## src/rtl/core/ehp_pkg.sv

```systemverilog
package ehp_pkg;

  // register indexes on the configuration port
  localparam logic [1:0] CFG_SINGLE_TAG = 2'd0;
  localparam logic [1:0] CFG_DOUBLE_TAG = 2'd1;
  localparam logic [1:0] CFG_IPV4_TYPE  = 2'd2;
  localparam logic [1:0] CFG_IPV6_TYPE  = 2'd3;

  localparam logic [15:0] RST_SINGLE_TAG = 16'h8100;
  localparam logic [15:0] RST_DOUBLE_TAG = 16'h9100;
  localparam logic [15:0] RST_IPV4_TYPE  = 16'h0800;
  localparam logic [15:0] RST_IPV6_TYPE  = 16'h86DD;

  // parse status codes
  localparam logic [2:0] ST_NONE = 3'd0;
  localparam logic [2:0] ST_L2   = 3'd1;
  localparam logic [2:0] ST_L3   = 3'd2;
  localparam logic [2:0] ST_TCP  = 3'd3;
  localparam logic [2:0] ST_UDP  = 3'd4;
  localparam logic [2:0] ST_ICMP = 3'd5;

  localparam logic [7:0] PROTO_ICMP = 8'd1;
  localparam logic [7:0] PROTO_TCP  = 8'd6;
  localparam logic [7:0] PROTO_UDP  = 8'd17;

  // frame byte positions
  localparam int unsigned POS_SMAC  = 6;
  localparam int unsigned POS_TYPE0 = 12;
  localparam int unsigned POS_TAG0  = 14;
  localparam int unsigned POS_TYPE1 = 16;
  localparam int unsigned POS_TAG1  = 18;
  localparam int unsigned POS_TYPE2 = 20;
  localparam int unsigned POS_END   = 22;

  localparam logic [4:0] L3_UNTAGGED = 5'd14;
  localparam logic [4:0] L3_ONE_TAG  = 5'd18;
  localparam logic [4:0] L3_TWO_TAGS = 5'd22;

  localparam logic [11:0] VID_MASK  = 12'hFFF;
  localparam int unsigned IPV4_MIN  = 20;
  localparam int unsigned IPV6_LEN  = 40;
  localparam int unsigned SHORT_L4  = 8;
  localparam int unsigned TCP_MIN   = 20;
  localparam int unsigned L4_KEEP   = 13;

  typedef struct packed {
    logic [7:0] data_byte;
    logic       last_byte;
    logic       is_ethernet;
  } in_t;

  typedef struct packed {
    logic [47:0] dest_mac;
    logic [47:0] source_mac;
    logic [1:0]  vlan_tags;
    logic [23:0] vlan_ids;
    logic [15:0] final_ethertype;
    logic [63:0] ip_source_high;
    logic [63:0] ip_source_low;
    logic [63:0] ip_dest_high;
    logic [63:0] ip_dest_low;
    logic [7:0]  ip_protocol;
    logic [31:0] l4_ports;
    logic [2:0]  parse_status;
  } out_t;

  typedef struct packed {
    logic [15:0] single_tag;
    logic [15:0] double_tag;
    logic [15:0] ipv4_type;
    logic [15:0] ipv6_type;
  } cfg_t;

  // frame state after the current byte has been captured
  typedef struct packed {
    logic              fie;
    logic [47:0]       dmac;
    logic [47:0]       smac;
    logic [15:0]       type0;
    logic [15:0]       type1;
    logic [15:0]       type2;
    logic [15:0]       tag0;
    logic [15:0]       tag1;
    logic [4:0]        l3;
    logic [6:0]        l4;
    logic [39:0][7:0]  ip;
    logic [12:0][7:0]  l4b;
  } frame_view_t;

endpackage

```

## src/rtl/core/ehp_capture.sv

```systemverilog
module ehp_capture
  import ehp_pkg::*;
#(
  parameter int LENGTH_BITS = 16
) (
  input  logic                   clk,
  input  logic                   rst_n,
  input  logic                   go,
  input  in_t                    item,
  input  cfg_t                   cfg,
  output frame_view_t            view,
  output logic [LENGTH_BITS-1:0] count
);

  localparam logic [LENGTH_BITS-1:0] CNT_MAX = '1;

  logic [LENGTH_BITS-1:0] idx_r;
  logic                   fie_r;
  logic [47:0]            dmac_r, smac_r;
  logic [15:0]            type0_r, type1_r, type2_r, tag0_r, tag1_r;
  logic [4:0]             l3_r;
  logic [6:0]             l4_r;
  logic [39:0][7:0]       ip_r;
  logic [12:0][7:0]       l4b_r;

  logic [7:0]             b;
  logic [LENGTH_BITS-1:0] i, l3_ext, l4_ext, ip_off, l4_off;
  logic [15:0]            ftype;

  always_comb begin
    b = item.data_byte;
    i = idx_r;
    view.fie   = (i == '0) ? item.is_ethernet : fie_r;
    view.dmac  = dmac_r;
    view.smac  = smac_r;
    view.type0 = type0_r;
    view.type1 = type1_r;
    view.type2 = type2_r;
    view.tag0  = tag0_r;
    view.tag1  = tag1_r;
    view.l3    = l3_r;
    view.l4    = l4_r;
    view.ip    = ip_r;
    view.l4b   = l4b_r;

    priority if (i < LENGTH_BITS'(POS_SMAC))  view.dmac  = {dmac_r[39:0], b};
    else if (i < LENGTH_BITS'(POS_TYPE0)) view.smac  = {smac_r[39:0], b};
    else if (i < LENGTH_BITS'(POS_TAG0))  view.type0 = {type0_r[7:0], b};
    else if (i < LENGTH_BITS'(POS_TYPE1)) view.tag0  = {tag0_r[7:0], b};
    else if (i < LENGTH_BITS'(POS_TAG1))  view.type1 = {type1_r[7:0], b};
    else if (i < LENGTH_BITS'(POS_TYPE2)) view.tag1  = {tag1_r[7:0], b};
    else if (i < LENGTH_BITS'(POS_END))   view.type2 = {type2_r[7:0], b};
    else begin
    end

    // pick the l3 start once the outer type is complete
    if (i == LENGTH_BITS'(POS_TAG0 - 1)) begin
      priority if (view.type0 == cfg.single_tag) view.l3 = L3_ONE_TAG;
      else if (view.type0 == cfg.double_tag)     view.l3 = L3_TWO_TAGS;
      else                                       view.l3 = L3_UNTAGGED;
    end
    if (i == LENGTH_BITS'(POS_TAG1 - 1) && view.type0 == cfg.single_tag &&
        view.type1 == cfg.single_tag)
      view.l3 = L3_TWO_TAGS;

    priority if (view.l3 == L3_ONE_TAG) ftype = view.type1;
    else if (view.l3 == L3_TWO_TAGS)    ftype = view.type2;
    else                                ftype = view.type0;

    l3_ext = LENGTH_BITS'(view.l3);
    if (i == l3_ext) begin
      if (ftype == cfg.ipv4_type)
        view.l4 = {2'b00, view.l3} + {1'b0, b[3:0], 2'b00};
      else
        view.l4 = {2'b00, view.l3} + 7'(IPV6_LEN);
    end
    l4_ext = LENGTH_BITS'(view.l4);

    ip_off = i - l3_ext;
    l4_off = i - l4_ext;
    if (i >= l3_ext && ip_off < LENGTH_BITS'(IPV6_LEN))
      view.ip[ip_off[5:0]] = b;
    if (i >= l3_ext && i >= l4_ext && l4_off < LENGTH_BITS'(L4_KEEP))
      view.l4b[l4_off[3:0]] = b;

    count = (i == CNT_MAX) ? i : i + 1'b1;
  end

  always_ff @(posedge clk) begin
    if (!rst_n) begin
      idx_r   <= '0;
      fie_r   <= 1'b0;
      dmac_r  <= '0;
      smac_r  <= '0;
      type0_r <= '0;
      type1_r <= '0;
      type2_r <= '0;
      tag0_r  <= '0;
      tag1_r  <= '0;
      l3_r    <= L3_UNTAGGED;
      l4_r    <= '0;
    end else if (go) begin
      fie_r <= view.fie;
      if (item.last_byte) begin
        idx_r   <= '0;
        dmac_r  <= '0;
        smac_r  <= '0;
        type0_r <= '0;
        type1_r <= '0;
        type2_r <= '0;
        tag0_r  <= '0;
        tag1_r  <= '0;
        l3_r    <= L3_UNTAGGED;
        l4_r    <= '0;
      end else begin
        idx_r   <= count;
        dmac_r  <= view.dmac;
        smac_r  <= view.smac;
        type0_r <= view.type0;
        type1_r <= view.type1;
        type2_r <= view.type2;
        tag0_r  <= view.tag0;
        tag1_r  <= view.tag1;
        l3_r    <= view.l3;
        l4_r    <= view.l4;
      end
    end
  end

  // header byte stores, only read where the current frame wrote them
  always_ff @(posedge clk) begin
    if (go) begin
      ip_r  <= view.ip;
      l4b_r <= view.l4b;
    end
  end

endmodule

```

## src/rtl/core/ehp_record.sv

```systemverilog
module ehp_record
  import ehp_pkg::*;
#(
  parameter int LENGTH_BITS = 16
) (
  input  frame_view_t            view,
  input  logic [LENGTH_BITS-1:0] count,
  input  cfg_t                   cfg,
  output out_t                   rec
);

  // length from off to count reaches thr; a count below off wraps high
  function automatic logic len_ge(input logic [LENGTH_BITS-1:0] n,
                                  input logic [LENGTH_BITS-1:0] off,
                                  input logic [7:0] thr);
    logic [LENGTH_BITS-1:0] d;
    begin
      d = n - off;
      len_ge = (n < off) || (d >= LENGTH_BITS'(thr));
    end
  endfunction

  logic        l2_ok, l3_ok, l4_ok;
  logic [15:0] etype;
  logic [1:0]  tags;
  logic [23:0] vids;
  logic [7:0]  proto;
  logic [2:0]  status;
  logic [LENGTH_BITS-1:0] l3_ext, l4_ext;
  logic [63:0] sh, sl, dh, dl;

  always_comb begin
    l3_ext = LENGTH_BITS'(view.l3);
    l4_ext = LENGTH_BITS'(view.l4);
    rec    = '0;
    etype  = view.type0;
    tags   = 2'd0;
    vids   = '0;
    l2_ok  = view.fie && (count >= LENGTH_BITS'(POS_TAG0));
    if (view.type0 == cfg.single_tag) begin
      if (count < LENGTH_BITS'(POS_TAG1)) l2_ok = 1'b0;
      vids  = {view.tag0[11:0] & VID_MASK, 12'h000};
      tags  = 2'd1;
      etype = view.type1;
      if (view.type1 == cfg.single_tag) begin
        if (count < LENGTH_BITS'(POS_END)) l2_ok = 1'b0;
        vids[11:0] = view.tag1[11:0] & VID_MASK;
        tags  = 2'd2;
        etype = view.type2;
      end
    end else if (view.type0 == cfg.double_tag) begin
      if (count < LENGTH_BITS'(POS_END)) l2_ok = 1'b0;
      vids  = {view.tag0[11:0] & VID_MASK, view.tag1[11:0] & VID_MASK};
      tags  = 2'd2;
      etype = view.type2;
    end

    sh = '0;
    sl = '0;
    dh = '0;
    dl = '0;
    proto = '0;
    l3_ok = 1'b0;
    if (etype == cfg.ipv4_type) begin
      l3_ok = len_ge(count, l3_ext, 8'(IPV4_MIN)) &&
              len_ge(count, l3_ext, {2'b00, view.ip[0][3:0], 2'b00});
      sl    = {32'h0000FFFF, view.ip[12], view.ip[13], view.ip[14], view.ip[15]};
      dl    = {32'h0000FFFF, view.ip[16], view.ip[17], view.ip[18], view.ip[19]};
      proto = view.ip[9];
    end else if (etype == cfg.ipv6_type) begin
      l3_ok = len_ge(count, l3_ext, 8'(IPV6_LEN));
      sh = {view.ip[8], view.ip[9], view.ip[10], view.ip[11],
            view.ip[12], view.ip[13], view.ip[14], view.ip[15]};
      sl = {view.ip[16], view.ip[17], view.ip[18], view.ip[19],
            view.ip[20], view.ip[21], view.ip[22], view.ip[23]};
      dh = {view.ip[24], view.ip[25], view.ip[26], view.ip[27],
            view.ip[28], view.ip[29], view.ip[30], view.ip[31]};
      dl = {view.ip[32], view.ip[33], view.ip[34], view.ip[35],
            view.ip[36], view.ip[37], view.ip[38], view.ip[39]};
      proto = view.ip[6];
    end

    status = ST_L3;
    l4_ok  = 1'b0;
    priority if (proto == PROTO_TCP) begin
      l4_ok = len_ge(count, l4_ext, 8'(TCP_MIN)) &&
              len_ge(count, l4_ext, {2'b00, view.l4b[12][7:4], 2'b00});
      if (l4_ok) status = ST_TCP;
    end else if (proto == PROTO_UDP) begin
      if (len_ge(count, l4_ext, 8'(SHORT_L4))) status = ST_UDP;
    end else if (proto == PROTO_ICMP) begin
      if (len_ge(count, l4_ext, 8'(SHORT_L4))) status = ST_ICMP;
    end else begin
    end

    if (l2_ok) begin
      rec.dest_mac        = view.dmac;
      rec.source_mac      = view.smac;
      rec.vlan_tags       = tags;
      rec.vlan_ids        = vids;
      rec.final_ethertype = etype;
      rec.parse_status    = ST_L2;
      if (l3_ok) begin
        rec.ip_source_high = sh;
        rec.ip_source_low  = sl;
        rec.ip_dest_high   = dh;
        rec.ip_dest_low    = dl;
        rec.ip_protocol    = proto;
        rec.parse_status   = status;
        if (status == ST_TCP || status == ST_UDP)
          rec.l4_ports = {view.l4b[0], view.l4b[1], view.l4b[2], view.l4b[3]};
        else if (status == ST_ICMP)
          rec.l4_ports = {8'h00, view.l4b[0], 8'h00, view.l4b[1]};
      end
    end
  end

endmodule

```

## src/rtl/core/ethernet_ip_l4_header_parser_core.sv

```systemverilog
// ethernet / vlan / ipv4 / ipv6 / tcp / udp / icmp header parser
// input channel: one frame byte per request (in_data), with a last-byte
//   mark and the link-type flag, which counts only on the first byte
// result channel: one header record per frame, sent after the last byte
// config port: cfg_we writes cfg_wdata into register cfg_idx at once
//   (0 single tag type, 1 double tag type, 2 ipv4 type, 3 ipv6 type)
// pipeline: a request enters the input register; when it moves on, it is
//   captured into the frame state and, on the last byte, the record is
//   built from that state into the output register, which drives out_valid
// throughput: one byte per cycle unless stalled, set by one capture stage
// stall: while the output register holds an untaken record, non-last
//   bytes keep flowing; a last byte waits in the input register
// reset: synchronous, active low; clears the frame state and restores the
//   tag and ip type registers to their defaults; no clearing pass
module ethernet_ip_l4_header_parser_core
  import ehp_pkg::*;
#(
  parameter int LENGTH_BITS = 16
) (
  input  logic        clk,
  input  logic        rst_n,
  input  logic        in_valid,
  output logic        in_ready,
  input  in_t         in_data,
  output logic        out_valid,
  input  logic        out_ready,
  output out_t        out_data,
  input  logic        cfg_we,
  input  logic [1:0]  cfg_idx,
  input  logic [15:0] cfg_wdata
);

  cfg_t        cfg_r;
  in_t         in_data_r;
  logic        in_vld_r, in_vld_nxt;
  logic        out_vld_r, out_vld_nxt;
  out_t        out_data_r;
  logic        s1_go;
  frame_view_t view;
  out_t        rec;
  logic [LENGTH_BITS-1:0] count;

  // configuration registers
  always_ff @(posedge clk) begin
    if (!rst_n) begin
      cfg_r.single_tag <= RST_SINGLE_TAG;
      cfg_r.double_tag <= RST_DOUBLE_TAG;
      cfg_r.ipv4_type  <= RST_IPV4_TYPE;
      cfg_r.ipv6_type  <= RST_IPV6_TYPE;
    end else if (cfg_we) begin
      unique case (cfg_idx)
        CFG_SINGLE_TAG: cfg_r.single_tag <= cfg_wdata;
        CFG_DOUBLE_TAG: cfg_r.double_tag <= cfg_wdata;
        CFG_IPV4_TYPE:  cfg_r.ipv4_type  <= cfg_wdata;
        CFG_IPV6_TYPE:  cfg_r.ipv6_type  <= cfg_wdata;
        default: begin
        end
      endcase
    end
  end

  // a buffered byte moves on unless it ends a frame and the output is held
  assign s1_go    = in_vld_r && (!in_data_r.last_byte || !out_vld_r || out_ready);
  assign in_ready = !in_vld_r || s1_go;

  always_comb begin
    in_vld_nxt  = (in_valid && in_ready) || (in_vld_r && !s1_go);
    out_vld_nxt = (out_vld_r && !out_ready) || (s1_go && in_data_r.last_byte);
  end

  always_ff @(posedge clk) begin
    if (!rst_n) begin
      in_vld_r  <= 1'b0;
      out_vld_r <= 1'b0;
    end else begin
      in_vld_r  <= in_vld_nxt;
      out_vld_r <= out_vld_nxt;
    end
  end

  // payload registers
  always_ff @(posedge clk) begin
    if (in_valid && in_ready) in_data_r <= in_data;
    if (s1_go && in_data_r.last_byte) out_data_r <= rec;
  end

  ehp_capture #(.LENGTH_BITS(LENGTH_BITS)) u_capture (
    .clk   (clk),
    .rst_n (rst_n),
    .go    (s1_go),
    .item  (in_data_r),
    .cfg   (cfg_r),
    .view  (view),
    .count (count)
  );

  ehp_record #(.LENGTH_BITS(LENGTH_BITS)) u_record (
    .view  (view),
    .count (count),
    .cfg   (cfg_r),
    .rec   (rec)
  );

  assign out_valid = out_vld_r;
  assign out_data  = out_data_r;

endmodule

```

## config.mk

```make
export PLATFORM = sky130hd
export DESIGN_NAME = ethernet_ip_l4_header_parser_core
export DESIGN_NICKNAME = d
export VERILOG_FILES = /design/src/rtl/core/ehp_pkg.sv /design/src/rtl/core/ehp_capture.sv /design/src/rtl/core/ehp_record.sv /design/src/rtl/core/ethernet_ip_l4_header_parser_core.sv
export SDC_FILE = /design/constraint.sdc
export NUM_CORES = 2
export LEC_CHECK = 0
export ABC_AREA = 1
export BUFFER_PORTS_ARGS = -buffer_cell sky130_fd_sc_hd__buf_2
export CAP_MARGIN = 30
export CORE_ASPECT_RATIO = 1.1
export CORE_MARGIN = 3
export CORE_UTILIZATION = 50
export CTS_CLUSTER_SIZE = 14
export DETAILED_ROUTE_END_ITERATION = 10
export PLACE_DENSITY = 0.69
export SLEW_MARGIN = 30
export SYNTH_ARGS = -nofsm -noshare
export SYNTH_HDL_FRONTEND = slang
export SYNTH_SLANG_ARGS = --single-unit
```

## constraint.sdc

```tcl
create_clock -name clk -period 33.9 [get_ports clk]
set_clock_uncertainty 0.15 [all_clocks]
set_input_delay 5.085 -clock clk [delete_from_list [all_inputs] [get_ports clk]]
set_output_delay 5.085 -clock clk [all_outputs]
set_load 0.01 [all_outputs]
```

==> results.tsv <==
metric	value	unit
clock buffer depth	3	
warnings from Yosys	0	
post-synthesis average cell area	8.78	sq um
share of layout cells above drive strength 1	13.6	%
post-DP HPWL	100000	um
# hold bufs at CTS	0	
crit path launch type	register	
M1 WL	62400	um
synthesized area	0.0481	sq mm
Yosys reg bits	1014	
core area	0.0948	sq mm
R2R setup slack	21.46	ns
setup bufs post-CTS	0	
min-delay worst type	register to register	
synthesis-to-layout area growth	14.2	%
worst slew pin tran	0.982	ns
EDFF count, synth	751	
gpl congestion	1.03	
non-filler cells, final	7164	
Remaining DRCs	0	
Tot GR Track Use	28.9	%
setup repair after global routing missed its margin	no	
CTS Buf Count	103	
sw frac	22.7	%
initial antenna violation count	6	
worst hold stages	2	
final cell utilization of the core	57.9	%
Clock Latency Late Sink	0.70	ns
hold endpoint	u_capture.type0_r[9]	
Final setup viols	0	
IO Count	472	
final critical-path share of the clock period	36.7	%
WL final	148000	um
Final Slew Violations	0	
vias in the first global route	36000	
Antenna Violating Nets Remaining	0	
post-CTS resize count	0	
Seq/Total Area, Yosys	57.9	%
Setup WS post-layout	21.46	ns
die height	331	um
library cells used by synthesis	57	
fin nets	5884	
Starting DRT DRC Count	4209	
main flop type after synthesis	edfxtp_1	
max layer used	met4	
Seq pwr share	51.2	%
Async SR Flop Fraction	0	%
Tmin final	12.44	ns
CP max FO	86	
PwrDens	48.1	mW/mm^2
first-pass detailed-route iteration total	8	
Placed Cells	6967	
leak pwr	24.1	nW
drt via density	5.46	
Hold Violations, Final	0	
dpl ws	21.63	ns
port bufs	471	
NetSw	599	uW
status	completed	
Fillers	8428	
Vias	39100	
Syn Inst Count	5473	
global-route wire length before repair	221000	um
Starting Density	50.7	%
htree depth	3	
die width	302	um
Most common cell on crit path	nand2_1	
max incr delay on CP	0.84	ns
Pint	2.04	mW
Critical Path AT	12.66	ns
Worst VDD drop	0.0417	mV
R2R Path End	out_data[182]	
post-route cell area	0.0549	sq mm
met3 wire len	10000	um
HP Start	u_capture.type0_r[9]	
Remaining Overflow, GRT	0	
clock root buffer master	clkbuf_16	
critical path class	register to register	
number of diodes	0	
CP required	34.12	ns
RR Startpoint	u_capture.i[10]	
fmax	80.4	MHz
combinational group share of total power	4.6	%
num rows	118	
Met2 Routed Length	69900	um
Rel. slew slack	34.5	%
DR WL/cell	20.7	um
worst reg2reg path depth	49	
Synthesized Nets	5542	
CP max stage cell	buf_4	
Die ar.	0.0999	sq mm
Clock Power Share	44.2	%
CTS tree	yes	
Sum Neg Setup Slack	0	ns
Clk pin slew, worst setup/hold paths	0.07	ns
placed cell area	0.0513	sq mm
Max Cap Viol	0	
clock tree sinks	1014	
largest net degree at the start of global routing	167	
Worst setup EP type	register	
[registers in the layout (all words and copies together) (netlist names)]
signal	cells
in_data_r	10
u_capture.l4_r	7
u_capture.dmac_r	48
u_capture.type2_r	16
u_capture.type0_r	16
u_capture.tag0_r	12
out_data	437
u_capture.tag1_r	12
u_capture.l3_r	5
u_capture.fie_r	1
u_capture.smac_r	48
u_capture.i	16
out_valid	1
u_capture.l4b_r	36
in_vld_r	1
u_capture.ip_r	268
u_capture.type1_r	16
cfg_r	64
[worst max path at each step]
stage / endpoint / start / slack, ns
final: out_data[182] / u_capture.i[10] / 21.46
after global routing: out_data[182] / u_capture.i[1] / 20.58
after CTS: out_data[182] / u_capture.i[10] / 21.58
after detailed placement: out_data[182] / u_capture.i[10] / 21.63
after global placement: out_data[182] / u_capture.i[10] / 21.43
after floorplan: out_data[0] / out_ready / 18.72
[cell type report]
cell class	instances	area (sq um)	area share [%]
Sequential cell	1014	27800	50.7
Timing Repair Buffer	521	2850	5.20
Clock buffer	132	2810	5.12
Multi-Input combinational cell	3315	15900	29.0
Tap cell	1260	1580	2.87
Inverter	860	3260	5.94
Clock inverter	62	659	1.20
[synthesized netlist by cell type (all sizes together) (2+ instances only)]
library cell / number / area (sq um)
nand3b: 10 / 75.1
and2: 2 / 12.5
xor2: 63 / 552
a2111oi: 3 / 26.3
nor4: 14 / 87.6
clkinv: 6 / 22.5
a31oi: 2 / 12.5
fa: 5 / 100
nand3: 252 / 1340
or2: 14 / 87.6
edfxtp: 751 / 22600
xnor2: 9 / 78.8
a21oi: 335 / 1690
o22ai: 116 / 726
o32ai: 44 / 385
o211ai: 10 / 80.1
o31ai: 2 / 20.0
a2bb2oi: 9 / 78.8
o21bai: 4 / 30.0
ha: 31 / 388
buf: 50 / 313
clkbuf: 234 / 878
nor2: 770 / 3000
o221ai: 16 / 140
dfxtp: 263 / 5270
inv: 854 / 3210
nand2: 1091 / 4150
o21ai: 388 / 1990
nand4: 68 / 425
mux2i: 2 / 20.0
nor3: 42 / 215
a21boi: 8 / 60.1
[routing by layer]
metal,global-route usage (%),vias to the layer above
li1,-,18700
met4,11.3,0
met5,0,-
met3,3.44,276
met2,46.9,1543
met1,39.9,18600
[stage by stage]
| step | power, mW | hold WS (ns) |
|---|---|---|
| global route | 2.72 | 0.329 |
| CTS | 2.66 | 0.314 |
| finish | 2.64 | 0.316 |
| floorplan | 1.46 | 0.280 |
| detailed placement | 1.50 | 0.305 |
| global placement | 1.50 | 0.294 |
[cells in the final DEF, fill, tap and decap left out, drive strengths merged, types with 2 or more instances in the layout]
cell type	n
o211ai	10
a21boi	8
nor3	42
o31ai	2
a31oi	2
nand3	252
or2	14
edfxtp	751
nand4	68
mux2i	2
fa	5
o21ai	388
ha	31
o21bai	4
xnor2	9
dfxtp	263
nand3b	10
clkbuf	132
o22ai	116
bufinv	11
clkinv	50
nand2	1091
nor2	770
clkinvlp	4
a21oi	335
a2111oi	3
o221ai	16
xor2	63
a2bb2oi	9
o32ai	44
and2	2
nor4	14
buf	521
inv	857
[power groups by stage]
stage                     Combinational [mW]  Sequential [mW]  Clock [mW]
after floorplan                       0.0672             1.39           0
after global placement                 0.120             1.38           0
after detailed placement               0.121             1.38           0
after CTS                              0.122             1.35        1.19
after global routing                   0.133             1.35        1.23
final                                  0.123             1.35        1.17
[worst max-delay path, delay by kind of cell (launching register included)]
family	cells	cell delay [ns]
and+or+nand+nor	31	6.32
xor gates and xnor gates	1	0.09
DFF	1	0.44
buffers and inverters	8	2.52
AOI/OAI and AO/OA	6	1.44
adders and majority gates	3	1.00
[cells by family (layout without fill, tap and decap cells)]
group / Yosys count / in the layout / synth area share [%]
AND/OR/NAND/NOR: 2265 / 2265 / 19.6
buffers and inverters: 1144 / 1575 / 9.20
flip-flops: 1014 / 1014 / 57.9
AO/OA/AOI/OAI: 940 / 940 / 11.0
XOR/XNOR: 72 / 72 / 1.31
adder cells (fa/ha/maj): 36 / 36 / 1.02
multiplexers: 2 / 2 / 0.0417
(Power assumes the default switching activity.)
